==> src/rtl/core/stt_pkg.sv <==
`timescale 1ns / 1ps

package stt_pkg;

    localparam int NUM_TIMERS  = 8;
    localparam int IDX_W       = (NUM_TIMERS > 1) ? $clog2(NUM_TIMERS) : 1;
    localparam int MAX_RESULTS = 8;
    localparam int FOUND_W     = $clog2(MAX_RESULTS + 1);

    localparam int REQ_W  = 2;
    localparam int KIND_W = 3;
    localparam int SLOT_W = 3;
    localparam int WORD_W = 32;

    localparam int S_FIELDS_W = 3 * WORD_W + SLOT_W;
    localparam int S_DATA_W   = ((S_FIELDS_W + 7) / 8) * 8;
    localparam int M_FIELDS_W = SLOT_W + 2 * WORD_W;
    localparam int M_DATA_W   = ((M_FIELDS_W + 7) / 8) * 8;

    localparam logic [REQ_W-1:0] REQ_CREATE = 2'd0;
    localparam logic [REQ_W-1:0] REQ_DELETE = 2'd1;
    localparam logic [REQ_W-1:0] REQ_TICK   = 2'd2;

    localparam logic [KIND_W-1:0] KIND_CREATED    = 3'd0;
    localparam logic [KIND_W-1:0] KIND_FAILED     = 3'd1;
    localparam logic [KIND_W-1:0] KIND_DELETED    = 3'd2;
    localparam logic [KIND_W-1:0] KIND_EXPIRED    = 3'd3;
    localparam logic [KIND_W-1:0] KIND_NO_EXPIRY  = 3'd4;

    typedef enum logic [2:0] {
        PUSH_CREATED,
        PUSH_FAILED,
        PUSH_DELETED,
        PUSH_EXPIRED,
        PUSH_NO_EXPIRY
    } push_sel_t;

    typedef struct packed {
        logic             latch;
        logic             tick_inc;
        logic             create_wr;
        logic             del_clr;
        logic             exp_clr;
        logic             pend_load;
        logic             push;
        push_sel_t        push_sel;
        logic             push_last;
        logic [IDX_W-1:0] idx;
    } stt_cmd_t;

    typedef struct packed {
        logic out_free;
        logic create_bad;
        logic idx_used;
        logic due;
    } stt_status_t;

endpackage

==> src/rtl/core/stt_ctrl.sv <==
`timescale 1ns / 1ps

module stt_ctrl
    import stt_pkg::*;
(
    input  logic              clk,
    input  logic              rst_n,
    input  logic              in_valid,
    input  logic [REQ_W-1:0]  in_req,
    output logic              in_ready,
    input  stt_status_t       status,
    output stt_cmd_t          cmd
);

    typedef enum logic [2:0] {
        ST_IDLE,
        ST_CREATE,
        ST_DELETE,
        ST_TICK_RD,
        ST_TICK_CHK,
        ST_FINISH
    } state_t;

    localparam logic [IDX_W-1:0]   LAST_IDX  = IDX_W'(NUM_TIMERS - 1);
    localparam logic [FOUND_W-1:0] FOUND_MAX = FOUND_W'(MAX_RESULTS);

    state_t             state_reg, state_next;
    logic [IDX_W-1:0]   idx_reg, idx_next;
    logic [FOUND_W-1:0] found_reg, found_next;
    logic [FOUND_W-1:0] found_inc;

    assign in_ready  = (state_reg == ST_IDLE);
    assign found_inc = found_reg + FOUND_W'(1);

    always_comb
    begin
        state_next    = state_reg;
        idx_next      = idx_reg;
        found_next    = found_reg;
        cmd           = '0;
        cmd.push_sel  = PUSH_FAILED;
        cmd.push_last = 1'b1;
        cmd.idx       = idx_reg;

        case (state_reg)
            ST_IDLE:
            begin
                if (in_valid)
                begin
                    cmd.latch = 1'b1;
                    idx_next  = '0;
                    found_next = '0;
                    if (in_req == REQ_CREATE)
                    begin
                        state_next = ST_CREATE;
                    end
                    else if (in_req == REQ_DELETE)
                    begin
                        state_next = ST_DELETE;
                    end
                    else if (in_req == REQ_TICK)
                    begin
                        cmd.tick_inc = 1'b1;
                        state_next   = ST_TICK_RD;
                    end
                end
            end

            ST_CREATE:
            begin
                if (status.create_bad || !status.idx_used || idx_reg == LAST_IDX)
                begin
                    if (status.out_free)
                    begin
                        cmd.push = 1'b1;
                        if (!status.create_bad && !status.idx_used)
                        begin
                            cmd.create_wr = 1'b1;
                            cmd.push_sel  = PUSH_CREATED;
                        end
                        state_next = ST_IDLE;
                    end
                end
                else
                begin
                    idx_next = idx_reg + IDX_W'(1);
                end
            end

            ST_DELETE:
            begin
                if (status.out_free)
                begin
                    cmd.del_clr  = 1'b1;
                    cmd.push     = 1'b1;
                    cmd.push_sel = PUSH_DELETED;
                    state_next   = ST_IDLE;
                end
            end

            ST_TICK_RD:
            begin
                state_next = ST_TICK_CHK;
            end

            ST_TICK_CHK:
            begin
                if (status.due)
                begin
                    if (found_reg == '0 || status.out_free)
                    begin
                        // hand the held expiry on, hold the new one until the next is known
                        cmd.push      = (found_reg != '0);
                        cmd.push_sel  = PUSH_EXPIRED;
                        cmd.push_last = 1'b0;
                        cmd.pend_load = 1'b1;
                        cmd.exp_clr   = 1'b1;
                        found_next    = found_inc;
                        if (found_inc == FOUND_MAX || idx_reg == LAST_IDX)
                        begin
                            state_next = ST_FINISH;
                        end
                        else
                        begin
                            idx_next   = idx_reg + IDX_W'(1);
                            state_next = ST_TICK_RD;
                        end
                    end
                end
                else if (idx_reg == LAST_IDX)
                begin
                    state_next = ST_FINISH;
                end
                else
                begin
                    idx_next   = idx_reg + IDX_W'(1);
                    state_next = ST_TICK_RD;
                end
            end

            ST_FINISH:
            begin
                if (status.out_free)
                begin
                    cmd.push     = 1'b1;
                    cmd.push_sel = (found_reg != '0) ? PUSH_EXPIRED : PUSH_NO_EXPIRY;
                    state_next   = ST_IDLE;
                end
            end

            default:
            begin
                state_next = ST_IDLE;
            end
        endcase
    end

    always_ff @(posedge clk or negedge rst_n)
    begin
        if (!rst_n)
        begin
            state_reg <= ST_IDLE;
            idx_reg   <= '0;
            found_reg <= '0;
        end
        else
        begin
            state_reg <= state_next;
            idx_reg   <= idx_next;
            found_reg <= found_next;
        end
    end

endmodule

==> src/rtl/core/stt_datapath.sv <==
`timescale 1ns / 1ps

module stt_datapath
    import stt_pkg::*;
(
    input  logic              clk,
    input  logic              rst_n,
    input  logic [WORD_W-1:0] in_timeout,
    input  logic [WORD_W-1:0] in_callback,
    input  logic [WORD_W-1:0] in_arg,
    input  logic [SLOT_W-1:0] in_slot,
    input  stt_cmd_t          cmd,
    output stt_status_t       status,
    output logic              out_valid,
    input  logic              out_ready,
    output logic [KIND_W-1:0] out_kind,
    output logic [SLOT_W-1:0] out_slot,
    output logic [WORD_W-1:0] out_callback,
    output logic [WORD_W-1:0] out_arg,
    output logic              out_last
);

    typedef struct packed {
        logic [WORD_W-1:0] deadline;
        logic [WORD_W-1:0] callback;
        logic [WORD_W-1:0] arg;
    } entry_t;

    logic [WORD_W-1:0]     tick_reg;
    logic [NUM_TIMERS-1:0] used_reg;
    logic                  out_valid_reg;

    logic [WORD_W-1:0] req_timeout_reg;
    logic [WORD_W-1:0] req_callback_reg;
    logic [WORD_W-1:0] req_arg_reg;
    logic [SLOT_W-1:0] req_slot_reg;

    entry_t            table_mem [NUM_TIMERS];
    entry_t            rd_reg;

    logic [SLOT_W-1:0] pend_slot_reg;
    logic [WORD_W-1:0] pend_callback_reg;
    logic [WORD_W-1:0] pend_arg_reg;

    logic [KIND_W-1:0] kind_reg, kind_next;
    logic [SLOT_W-1:0] slot_reg, slot_next;
    logic [WORD_W-1:0] callback_reg, callback_next;
    logic [WORD_W-1:0] arg_reg, arg_next;
    logic              last_reg;

    logic              del_in_range;
    logic [IDX_W-1:0]  del_idx;

    assign del_in_range = (int'(req_slot_reg) < NUM_TIMERS);
    assign del_idx      = IDX_W'(req_slot_reg);

    assign status.out_free   = !out_valid_reg || out_ready;
    assign status.create_bad = (req_timeout_reg == '0) || (req_callback_reg == '0);
    assign status.idx_used   = used_reg[cmd.idx];
    assign status.due        = used_reg[cmd.idx] && (rd_reg.deadline <= tick_reg);

    always_ff @(posedge clk or negedge rst_n)
    begin
        if (!rst_n)
        begin
            tick_reg      <= '0;
            used_reg      <= '0;
            out_valid_reg <= 1'b0;
        end
        else
        begin
            if (cmd.tick_inc)
            begin
                tick_reg <= tick_reg + WORD_W'(1);
            end
            if (cmd.create_wr)
            begin
                used_reg[cmd.idx] <= 1'b1;
            end
            if (cmd.exp_clr)
            begin
                used_reg[cmd.idx] <= 1'b0;
            end
            if (cmd.del_clr && del_in_range)
            begin
                used_reg[del_idx] <= 1'b0;
            end
            if (cmd.push)
            begin
                out_valid_reg <= 1'b1;
            end
            else if (out_ready)
            begin
                out_valid_reg <= 1'b0;
            end
        end
    end

    // timer table, one port
    always_ff @(posedge clk)
    begin
        if (cmd.create_wr)
        begin
            table_mem[cmd.idx] <= '{deadline: tick_reg + req_timeout_reg,
                                    callback: req_callback_reg,
                                    arg:      req_arg_reg};
        end
        rd_reg <= table_mem[cmd.idx];
    end

    always_comb
    begin
        kind_next     = KIND_FAILED;
        slot_next     = '0;
        callback_next = '0;
        arg_next      = '0;
        case (cmd.push_sel)
            PUSH_CREATED:
            begin
                kind_next = KIND_CREATED;
                slot_next = SLOT_W'(cmd.idx);
            end
            PUSH_FAILED:
            begin
                kind_next = KIND_FAILED;
            end
            PUSH_DELETED:
            begin
                kind_next = KIND_DELETED;
                slot_next = req_slot_reg;
            end
            PUSH_EXPIRED:
            begin
                kind_next     = KIND_EXPIRED;
                slot_next     = pend_slot_reg;
                callback_next = pend_callback_reg;
                arg_next      = pend_arg_reg;
            end
            PUSH_NO_EXPIRY:
            begin
                kind_next = KIND_NO_EXPIRY;
            end
            default:
            begin
                kind_next = KIND_FAILED;
            end
        endcase
    end

    always_ff @(posedge clk)
    begin
        if (cmd.latch)
        begin
            req_timeout_reg  <= in_timeout;
            req_callback_reg <= in_callback;
            req_arg_reg      <= in_arg;
            req_slot_reg     <= in_slot;
        end
        if (cmd.pend_load)
        begin
            pend_slot_reg     <= SLOT_W'(cmd.idx);
            pend_callback_reg <= rd_reg.callback;
            pend_arg_reg      <= rd_reg.arg;
        end
        if (cmd.push)
        begin
            kind_reg     <= kind_next;
            slot_reg     <= slot_next;
            callback_reg <= callback_next;
            arg_reg      <= arg_next;
            last_reg     <= cmd.push_last;
        end
    end

    assign out_valid    = out_valid_reg;
    assign out_kind     = kind_reg;
    assign out_slot     = slot_reg;
    assign out_callback = callback_reg;
    assign out_arg      = arg_reg;
    assign out_last     = last_reg;

endmodule

==> src/rtl/core/software_timer_table.sv <==
// one request at a time; the next is taken once the last beat is loaded
// create cost is set by the free-slot scan, tick cost by the read and check of each table entry
// output stalls add cycles; a tick gives at most 8 expiry beats
// reset: asynchronous active low, clears tick count, slot used bits and output valid
// table contents are not cleared; an entry is read only after it was written
`timescale 1ns / 1ps

module software_timer_table
    import stt_pkg::*;
(
    input  logic                clk,
    input  logic                rst_n,
    input  logic                s_axis_tvalid,
    output logic                s_axis_tready,
    input  logic [S_DATA_W-1:0] s_axis_tdata,   // timeout, callback_id, arg_value, slot
    input  logic [REQ_W-1:0]    s_axis_tuser,   // req_type
    output logic                m_axis_tvalid,
    input  logic                m_axis_tready,
    output logic [M_DATA_W-1:0] m_axis_tdata,   // slot_out, callback_out, arg_out
    output logic [KIND_W-1:0]   m_axis_tuser,   // kind
    output logic                m_axis_tlast
);

    stt_cmd_t          cmd;
    stt_status_t       status;
    logic [KIND_W-1:0] out_kind;
    logic [SLOT_W-1:0] out_slot;
    logic [WORD_W-1:0] out_callback;
    logic [WORD_W-1:0] out_arg;

    stt_ctrl u_ctrl (
        .clk      (clk),
        .rst_n    (rst_n),
        .in_valid (s_axis_tvalid),
        .in_req   (s_axis_tuser),
        .in_ready (s_axis_tready),
        .status   (status),
        .cmd      (cmd)
    );

    stt_datapath u_datapath (
        .clk          (clk),
        .rst_n        (rst_n),
        .in_timeout   (s_axis_tdata[WORD_W-1:0]),
        .in_callback  (s_axis_tdata[2*WORD_W-1:WORD_W]),
        .in_arg       (s_axis_tdata[3*WORD_W-1:2*WORD_W]),
        .in_slot      (s_axis_tdata[3*WORD_W+SLOT_W-1:3*WORD_W]),
        .cmd          (cmd),
        .status       (status),
        .out_valid    (m_axis_tvalid),
        .out_ready    (m_axis_tready),
        .out_kind     (out_kind),
        .out_slot     (out_slot),
        .out_callback (out_callback),
        .out_arg      (out_arg),
        .out_last     (m_axis_tlast)
    );

    assign m_axis_tuser = out_kind;
    assign m_axis_tdata = M_DATA_W'({out_arg, out_callback, out_slot});

endmodule

==> config.mk <==
export PLATFORM = sky130hd
export DESIGN_NAME = software_timer_table
export DESIGN_NICKNAME = d
export VERILOG_FILES = /design/src/rtl/core/stt_pkg.sv /design/src/rtl/core/stt_ctrl.sv /design/src/rtl/core/stt_datapath.sv /design/src/rtl/core/software_timer_table.sv
export SDC_FILE = /design/constraint.sdc
export NUM_CORES = 1
export LEC_CHECK = 0
export ABC_AREA = 0
export BUFFER_PORTS_ARGS = -buffer_cell sky130_fd_sc_hd__buf_4
export CORE_MARGIN = 3
export CORE_UTILIZATION = 60
export CTS_BUF_LIST = sky130_fd_sc_hd__clkbuf_8
export DETAILED_ROUTE_END_ITERATION = 8
export HOLD_SLACK_MARGIN = 0.08
export MAX_ROUTING_LAYER = met4
export PLACE_DENSITY = 0.87
export SLEW_MARGIN = 15
export SYNTH_ARGS = -nofsm -noshare
export SYNTH_HDL_FRONTEND = slang
export SYNTH_SLANG_ARGS = --single-unit
==> constraint.sdc <==
create_clock -name clk -period 10.9 [get_ports clk]
set_input_delay 2.18 -clock clk [delete_from_list [all_inputs] [get_ports clk]]
set_output_delay 2.18 -clock clk [all_outputs]
set_load 0.01 [all_outputs]
## Yosys cells after proc, flatten, opt, wreduce, memory -nomap -nowiden

Memory sizes are Yosys's and may differ from the RTL's. A register that Yosys moved wholly into a read port is not among the register bits.
Cells that the tools add are included.

- Add/subtract/negate cells: 4
- Magnitude comparators: 5
- Equal/unequal tests: 21
- Muxes and demuxes: 58
- Bitwise gates (word level): 5
- Reductions and logical operators: 28

Operators with widths:

| operator | number |
|---|---|
| 32-bit zero test | 2 |
| 3-bit two-way mux | 17 |
| 32-bit by 1-bit adder with 32-bit output, second input constant | 1 |
| 32-bit adder | 1 |
| 32-bit <= comparator | 1 |
| 4-bit two-way mux | 7 |
| 8-bit two-way mux | 3 |
| 3-bit one-hot mux with 3 select lines | 2 |
| 1-bit two-way mux | 17 |
| 8-bit AND | 2 |
| 8-bit inverter | 2 |
| 4-bit one-hot mux with 4 select lines | 1 |
| 3-bit one-hot mux with 5 select lines | 1 |
| 7-bit two-way mux | 2 |
| 3-bit by 2-bit equality test with 1-bit output, second input constant | 4 |
| 3-bit equality test, second input constant | 4 |
| 3-bit one-hot mux with 4 select lines | 1 |
| 3-bit by 4-bit less-than comparator with 1-bit output, second input constant | 2 |
| 8-bit bitwise OR | 1 |
| 4-bit one-hot mux with 2 select lines | 1 |
| 4-bit AND reduction | 2 |
| 1-bit demux with 3-bit select | 2 |
| 3-bit by 1-bit greater-or-equal comparator with 1-bit output, second input constant | 2 |
| 3-bit zero test | 2 |
| 24 further kinds | 41 |

- Register bits: 288
- Memory bits (writable): 768
- Input port bits: 110
- Word-level logic and storage cells: 140
- Memories kept: 1

Memory list:

| name | words | width | read ports | clocked after memory_dff | write ports | line | RTL |
|---|---|---|---|---|---|---|---|
| u_datapath.table_mem | 8 | 96 | 1 | 1 | 1 | stt_datapath.sv:38 | `entry_t table_mem [NUM_TIMERS];` |

## Depth between registers and ports, before layout

Gate-level depths: netlist (run 1).

- Depth in word-level cells: 13
- Depth in mapped cells: 15
- Gate-level depth less buffers: 13

## Modules after synthesis

Synthesis (run 1) repeated with hierarchy kept, for this count alone.

- Cells, all modules: 2389
- Area, all modules: 41816.4 um^2

Modules (own cells, without submodules):

| module | times used | cells each | area each (um^2) | seq. area each (um^2) |
|---|---|---|---|---|
| stt_datapath | 1 | 2284 | 40904.2 | 33126.8 |
| stt_ctrl | 1 | 99 | 870.8 | 250.2 |
| software_timer_table | 1 | 6 | 41.3 | 0.0 |

## Worst setup path after synthesis (run 1)

No wires, ideal clock.

- Path kind: input to register
- Start point: input m_axis_tready
- End point: register u_datapath.used_reg[7]
- Library setup time: 0.105 ns
- Arrival: 10.040 ns
- Slack: 0.754 ns
- Cell stages on the path: 6
- Path through: nand2b_1 -> o21ai_0 -> nand2_1 -> nor3_1 -> o2bb2ai_1 -> a31oi_1

- Longest elaborated chain between the ends: 9
- Elaborated cells between the ends (all ways): 15

Ends and longest elaborated chain:

| what | line | RTL |
|---|---|---|
| start: declaration | software_timer_table.sv:18 | `input logic m_axis_tready,` |
| 1-bit logical OR (*) | stt_datapath.sv:57 | `assign status.out_free = !out_valid_reg \|\| out_ready;` |
| 1-bit two-way mux | stt_ctrl.sv:73 | `if (status.out_free)` |
| 1-bit two-way mux | stt_ctrl.sv:71 | `if (status.create_bad \|\| !status.idx_used \|\| idx_reg == LAST_IDX)` |
| 1-bit two-way mux | stt_ctrl.sv:45 | `case (state_reg)` |
| 8-bit two-way mux | stt_datapath.sv:76 | `if (cmd.create_wr)` |
| 8-bit AND (no line) | -- |  |
| 8-bit two-way mux | stt_datapath.sv:80 | `if (cmd.exp_clr)` |
| 8-bit AND (no line) | -- |  |
| 8-bit two-way mux (*) | stt_datapath.sv:84 | `if (cmd.del_clr && del_in_range)` |
| end signal: indexed assignment | stt_datapath.sv:78 | `used_reg[cmd.idx] <= 1'b1;` |
| end signal: indexed assignment | stt_datapath.sv:82 | `used_reg[cmd.idx] <= 1'b0;` |
| end signal: indexed assignment | stt_datapath.sv:86 | `used_reg[del_idx] <= 1'b0;` |
| end: declaration | stt_datapath.sv:30 | `logic [NUM_TIMERS-1:0] used_reg;` |

Mark *: on every way between the ends. The rest lies on a longest branch, timed or not.
A chain may end at the register's enable or synchronous reset.

## Worst setup path in the final report (run 1)

- Start point: register u_datapath.tick_reg[5]
- End point: register u_datapath.slot_reg[2] (netlist: u_datapath.out_slot[2]), data pin

- Longest elaborated chain between the ends: 6
- Elaborated cells between the ends (all ways): 8

Ends and longest elaborated chain:

| what | line | RTL |
|---|---|---|
| start: declaration | stt_datapath.sv:29 | `logic [WORD_W-1:0] tick_reg;` |
| start signal: assignment | stt_datapath.sv:74 | `tick_reg <= tick_reg + WORD_W'(1);` |
| 32-bit <= comparator (*) | stt_datapath.sv:60 | `assign status.due = used_reg[cmd.idx] && (rd_reg.deadline <= tick_reg);` |
| 1-bit logical AND (*) | stt_datapath.sv:60 |  |
| 7-bit two-way mux (*) | stt_ctrl.sv:108 | `if (status.due)` |
| 4-bit one-hot mux with 4 select lines (*) | stt_ctrl.sv:45 |  |
| 3-bit by 2-bit equality test with 1-bit output / 3-bit zero test (equally long branches) | stt_datapath.sv:117 | `case (cmd.push_sel)` |
| 3-bit one-hot mux with 3 select lines (*) | stt_datapath.sv:117 |  |
| via u_datapath.slot_next[2] | stt_datapath.sv:46 | `logic [SLOT_W-1:0] slot_reg, slot_next;` |
| end signal: assignment | stt_datapath.sv:168 | `slot_reg <= slot_next;` |
| end: declaration | stt_datapath.sv:46 |  |

Mark *: on every way through the listed nets, which the timed path passes. The rest lies on a longest branch.

==> flow_summary_export.csv, run 1 <==
group,metric,value,unit
pwr,leakage,16.2,nW
yosys,synth.cell_area,41600,sq um
clock_network,cts_buffer_depth,3,
hold_path,hold_path_class,"reg2reg",
route,ant_nets,0,
clock_network,path_clk_slew,70,ps
pwr,clkPwrFrac,27.9,%
cells_and_area,area_delta_synth_final,13.2,%
floorplanning,die_h,269,um
yosys,async_reset_ff_share,4.43,%
clock_network,clock_latency,810,ps
cells_and_area,largest_reg_flops,768,
timing,rsz0062_at_grt,"no",
flow_run,drv_cap,0,
pwr,p_sw,0.00329,W
pwr,combPwrFrac,18.2,%
critical_path,startpoint_type,"register",
route,drt_iter0_markers,2876,
pwr,switching_share,29.0,%
grt,grt_start_max_net_pins,72,
route,vias,23600,
timing,max_freq,0.202,GHz
floorplanning,io_pins,188,
yosys,synth_cell_types,69,
status,outcome,"finished clean",
yosys,netlist_instances,2363,
cells_and_area,finalNetCount,2819,
grt,grt.overflow.total,0,
route,drtPass1Iterations,6,
cells_and_area,final_cell_mix,"edfxtp_1, a22oi_1, buf_4, clkbuf_8, inv_1",
yosys,yosysTopAreaCellShare,72.5,%
route,drcViolationCount,0,
pwr,peakVddDrop,0.196,mV
route,via_per_inst,6.37,
route,wl_per_cell,25.4,um
route,totalWireLength,94.0,mm
critical_path,reg2reg_depth,14,
pwr,total_power,0.0113,W
pwr,p_seq_share,54.0,%
yosys,synth_seq_cells,1152,
yosys,synthFlopType,"edfxtp_1",
clock_network,cts_sinks,1152,
floorplanning,floorplan.initialDensity,61.2,%
timing,relSlewSlack,24.4,%
placement,gp_congestion,0.806,
placement,postPlaceCellArea,44000,sq um
floorplanning,die_area,72600,sq um
cells_and_area,fin_cells,3699,
timing,min_period,4940,ps
yosys,synth_edf_count,1005,
cells_and_area,drive_gt1_share,16.1,%
pwr,p_int,0.00805,W
floorplanning,dieWidth,269,um
clock_network,ctsResizeCount,0,
timing,skew,26.6,ps
clock_network,cts_made_buffers,169,
placement,numPortBuffers,177,
cells_and_area,final_common_cell,"edfxtp_1",
placement,place_inst,3390,
timing,hold_viol,0,
yosys,synth_area_leader_cell,"edfxtp_1",
placement,dp_hpwl,50.4,mm
critical_path,crit_type,"reg2reg",
clock_network,cts_max_level,4,
clock_network,cts_setup_buffers,0,
floorplanning,coreArea,68000,sq um
clock_network,cts_hold_buffers,0,
clock_network,root_buffer,"clkbuf_8",
placement,dpl_worst_slack,5610,ps
timing,worst_slack,5960,ps
timing,setup_viol,0,
pwr,power_density,241,nW/um^2
timing,tns,0,ps
grt,track_usage,26.4,%
critical_path,end_kind,"register",
timing,slew_viol_final,0,
timing,worst_pin_slew,1130,ps
grt,antenna_found_initial,1,
yosys,seq_area_frac_synth,80.2,%
clock_network,cts_tree,"yes",
grt,grt_pass1_wl,141,mm
yosys,synth_warnings,0,
grt,grt_pass1_vias,24300,
yosys,syn_avg_cell_area,17.6,sq um
critical_path,cp_max_fo,46,
timing,period_share,45.3,%
floorplanning,row_count,95,
hold_path,holdPathStages,0,
critical_path,cp.arrival,5570,ps
yosys,synth.area.top_cells,"edfxtp_1, a22oi_1, dfxtp_1",
critical_path,required,11540,ps
cells_and_area,final_cell_area,47100,sq um
[Yosys cell counts (43+ instances only)]
master    count
inv_1        46
dfxtp_1      96
and2_1       71
nand2_1      43
a22oi_1     384
nand4_1     114
clkbuf_1     80
xnor2_1      51
edfxtp_1   1005
dfrtp_1      51
ha_1         68
nor2_1       45
[final cells by class]
type                       instances  area [sq um]
tap                              921          1150
clock inverter                   127           624
antenna                            1          2.50
clock buffer                     181          2490
fill                            3999         20900
sequential                      1152         33400
multi-input combinational       1065          7750
inverter                          47           179
timing repair buffer             205          1540
[power by group through the flow]
stage	Clock [W]	Combinational, W	Sequential, W
final	0.00316	0.00206	0.00612
after global routing	0.00340	0.00223	0.00617
after CTS	0.00320	0.00206	0.00612
after detailed placement	0	0.00205	0.00620
after global placement	0	0.00195	0.00615
after floorplan	0	0.00124	0.00610
[metal layers]
layer	GRT usage, %	part of all wire [%]	vias to the layer above
met4	11.4	2.8	0
met5	-	0	-
met1	33.7	37	11700
li1	-	-	10100
met2	41.8	50	1552
met3	5.25	10	191
[through the flow]
stage,hold slack (ps),utilization [%]
floorplan,386,-
global placement,387,64.7
detailed placement,389,64.7
CTS,400,69.3
global route,402,69.3
finish,400,69.3
[logic make-up (layout without fill, tap and decap cells)]
logic type,after synthesis,after routing,synth area share [%]
other,1,6,0.00901
AO/OA/AOI/OAI,522,522,9.19
adder cells (fa/ha/maj),69,69,2.09
multiplexers,14,14,0.406
flip-flops,1152,1152,80.2
buffers and inverters,150,560,1.43
XOR/XNOR,58,58,1.22
AND/OR/NAND/NOR,397,397,5.44
[critical path, stage by stage (launching register included)]
cell      delay [ps]
dfrtp_1          440
inv_1            100
ha_1             300
a21o_1           190
a21o_1           170
a21oi_1          220
o21ai_1          120
a221o_1          400
a221o_1          380
a21boi_1         300
nand2_1          210
inv_4            410
buf_4            780
nand2b_1         420
mux2i_1          270
[path summary, 6_finish.rpt]
| kind | startpoint | endpoint | slack, ps |
|---|---|---|---|
| hold / removal | u_datapath.rd_reg[29] | u_datapath.pend_arg_reg[29] | 400 |
| min in group asynchronous | rst_n | u_ctrl.found_reg[0] | 1430 |
| setup reg to reg | u_datapath.tick_reg[5] | u_datapath.out_slot[2] | 5960 |
| hold reg to reg | u_datapath.rd_reg[29] | u_datapath.pend_arg_reg[29] | 400 |
| max in group asynchronous | rst_n | u_datapath.tick_reg[18] | 8990 |
| setup / recovery | u_datapath.tick_reg[5] | u_datapath.out_slot[2] | 5960 |
Note: power is estimated with default switching activity, not from simulation.
==> run 2, diff against run 1 <==
Clock period 10.9 ns to 4.9 ns, I/O delays scaled along.
==> run 2 against run 1 <==
Cell count is 0.68% higher. Count of clock-buffer cells in the layout is 11 higher. Largest cell class unchanged. Sequential share of layout area is 0.99 points lower. Critical endpoint is now u_datapath.out_callback[12]. Worst hold slack worse by 190 ps. Flip-flop and latch count stayed put. Maximum frequency is 14% higher. Highest routed layer unchanged. Combinational power is 140% higher.
==> flow_summary_export.csv, run 2 (synthesized netlist as in run 1, its figures left out) <==
group,metric,value,unit
grt,antenna_found_initial,3,
critical_path,required,5560,ps
timing,min_period,4350,ps
cells_and_area,finish.utilization,70.3,%
clock_network,cts_made_buffers,167,
cells_and_area,fin_cells,3724,
route,drcViolationCount,0,
placement,numPortBuffers,177,
timing,hold_viol,0,
cells_and_area,final_cell_area,47800,sq um
timing,worst_pin_slew,1140,ps
clock_network,root_buffer,"clkbuf_8",
clock_network,cts_max_level,4,
clock_network,cts_setup_buffers,0,
timing,tns,0,ps
grt,grt_start_max_net_pins,84,
cells_and_area,drive_gt1_share,17.3,%
route,vias,24700,
route,wl_per_cell,27.7,um
timing,max_freq,0.230,GHz
floorplanning,coreArea,68000,sq um
timing,rsz0062_at_grt,"no",
critical_path,cp_top_family,"compound AO/OA/AOI/OAI gates",
timing,skew,59.4,ps
timing,setup_viol,0,
floorplanning,floorplan.initialDensity,61.2,%
cells_and_area,final_cell_mix,"edfxtp_1, a22oi_1, buf_4, clkbuf_8, inv_1",
cells_and_area,largest_reg_flops,768,
floorplanning,io_pins,188,
grt,track_usage,29.0,%
floorplanning,die_area,72600,sq um
floorplanning,die_h,269,um
critical_path,cp_max_fo,24,
status,outcome,"finished clean",
route,ant_nets,0,
hold_path,hold_path_class,"in2async",
grt,grt.overflow.total,0,
timing,slew_viol_final,0,
route,drt_iter0_markers,3476,
placement,dp_hpwl,53.8,mm
route,drtPass1Iterations,6,
critical_path,crit_chain,"inv_1 -> ha_1 -> a21o_1 -> a21o_1 -> a21oi_1 -> o21ai_1 -> a221o_1 -> a221o_1 -> a21boi_1 -> nand2_1 -> inv_4 -> a21o_2 -> buf_4 -> and2_1",
critical_path,r2r_slack,550,ps
floorplanning,dieWidth,269,um
cells_and_area,final_common_cell,"edfxtp_1",
critical_path,end_kind,"register",
flow_run,drv_cap,0,
critical_path,cpPeakStageDelay,550,ps
clock_network,cts_sinks,1152,
route,via_per_inst,6.62,
clock_network,cts_tree,"yes",
grt,grt_pass1_vias,25200,
timing,period_share,88.7,%
pwr,power_density,548,nW/um^2
timing,whs,205,ps
clock_network,cts_buffer_depth,3,
critical_path,crit_type,"reg2reg",
clock_network,clock_latency,840,ps
critical_path,startpoint_type,"register",
clock_network,path_clk_slew,60,ps
grt,grt_pass1_wl,154,mm
floorplanning,row_count,95,
placement,gp_congestion,0.827,
pwr,peakVddDrop,0.379,mV
pwr,leakage,16.5,nW
clock_network,cts_hold_buffers,0,
route,totalWireLength,103,mm
cells_and_area,finalNetCount,2834,
placement,place_inst,3407,
timing,relSlewSlack,23.0,%
critical_path,cp.arrival,5010,ps
critical_path,cp.buffers_inverters,3,
critical_path,cp_slowest_cell,"a21o_2",
clock_network,ctsResizeCount,0,
cells_and_area,area_delta_synth_final,14.8,%
placement,postPlaceCellArea,44400,sq um
[run 2: final cells by class]
cell class,instances,area [sq um]
well taps,921,1150
repair buffers,222,1920
fillers,3698,20200
diodes,3,7.51
clock inverters,122,736
clock buffers,192,2640
flip-flops and latches,1152,33400
inverters,47,179
multi-input cells,1065,7780
[run 2: final timing paths]
path | startpoint | to | cells past startpoint
max in group asynchronous | rst_n | u_datapath.tick_reg[2] | 1
min reg2reg | u_datapath.rd_reg[59] | u_datapath.pend_callback_reg[27] | 0
min | rst_n | u_ctrl.found_reg[3] | 1
max | u_datapath.tick_reg[5] | u_datapath.out_callback[12] | 14
max reg2reg | u_datapath.tick_reg[5] | u_datapath.out_callback[12] | 14
min in group clk | s_axis_tdata[74] | u_datapath.req_arg_reg[10] | 1
[run 2: power breakdown]
part	leakage (nW)	internal, W	total, W	switching [W]
Sequential	10.6	0.0128	0.0137	0.000859
Combinational	3.95	0.00163	0.00488	0.00325
Clock	1.99	0.00386	0.00765	0.00379
Total	16.5	0.0183	0.0262	0.00789
[run 2: metrics by stage]
stage / setup slack [ps] / total power, W
6_report: 554 / 0.0262
5_1_grt: 320 / 0.0271
4_1_cts: 644 / 0.0262
3_5_place_dp: 814 / 0.0185
3_3_place_gp: 941 / 0.0181
2_1_floorplan: 15.7 / 0.0163
[run 2: metal layers]
| layer | up-vias | part of all wire [%] | track usage, % |
|---|---|---|---|
| li1 | 10200 | - | - |
| met1 | 12100 | 34 | 34.8 |
| met2 | 2067 | 51 | 47.4 |
| met3 | 329 | 11 | 6.43 |
| met4 | 0 | 3.7 | 13.3 |
| met5 | - | 0 | - |
[run 2: worst register-to-register path: stages, from the launching register on]
cell      delay, ps
dfrtp_1         440
inv_1           100
ha_1            300
a21o_1          190
a21o_1          170
a21oi_1         190
o21ai_1          80
a221o_1         410
a221o_1         400
a21boi_1        300
nand2_1         210
inv_4           200
a21o_2          560
buf_4           410
and2_1          240
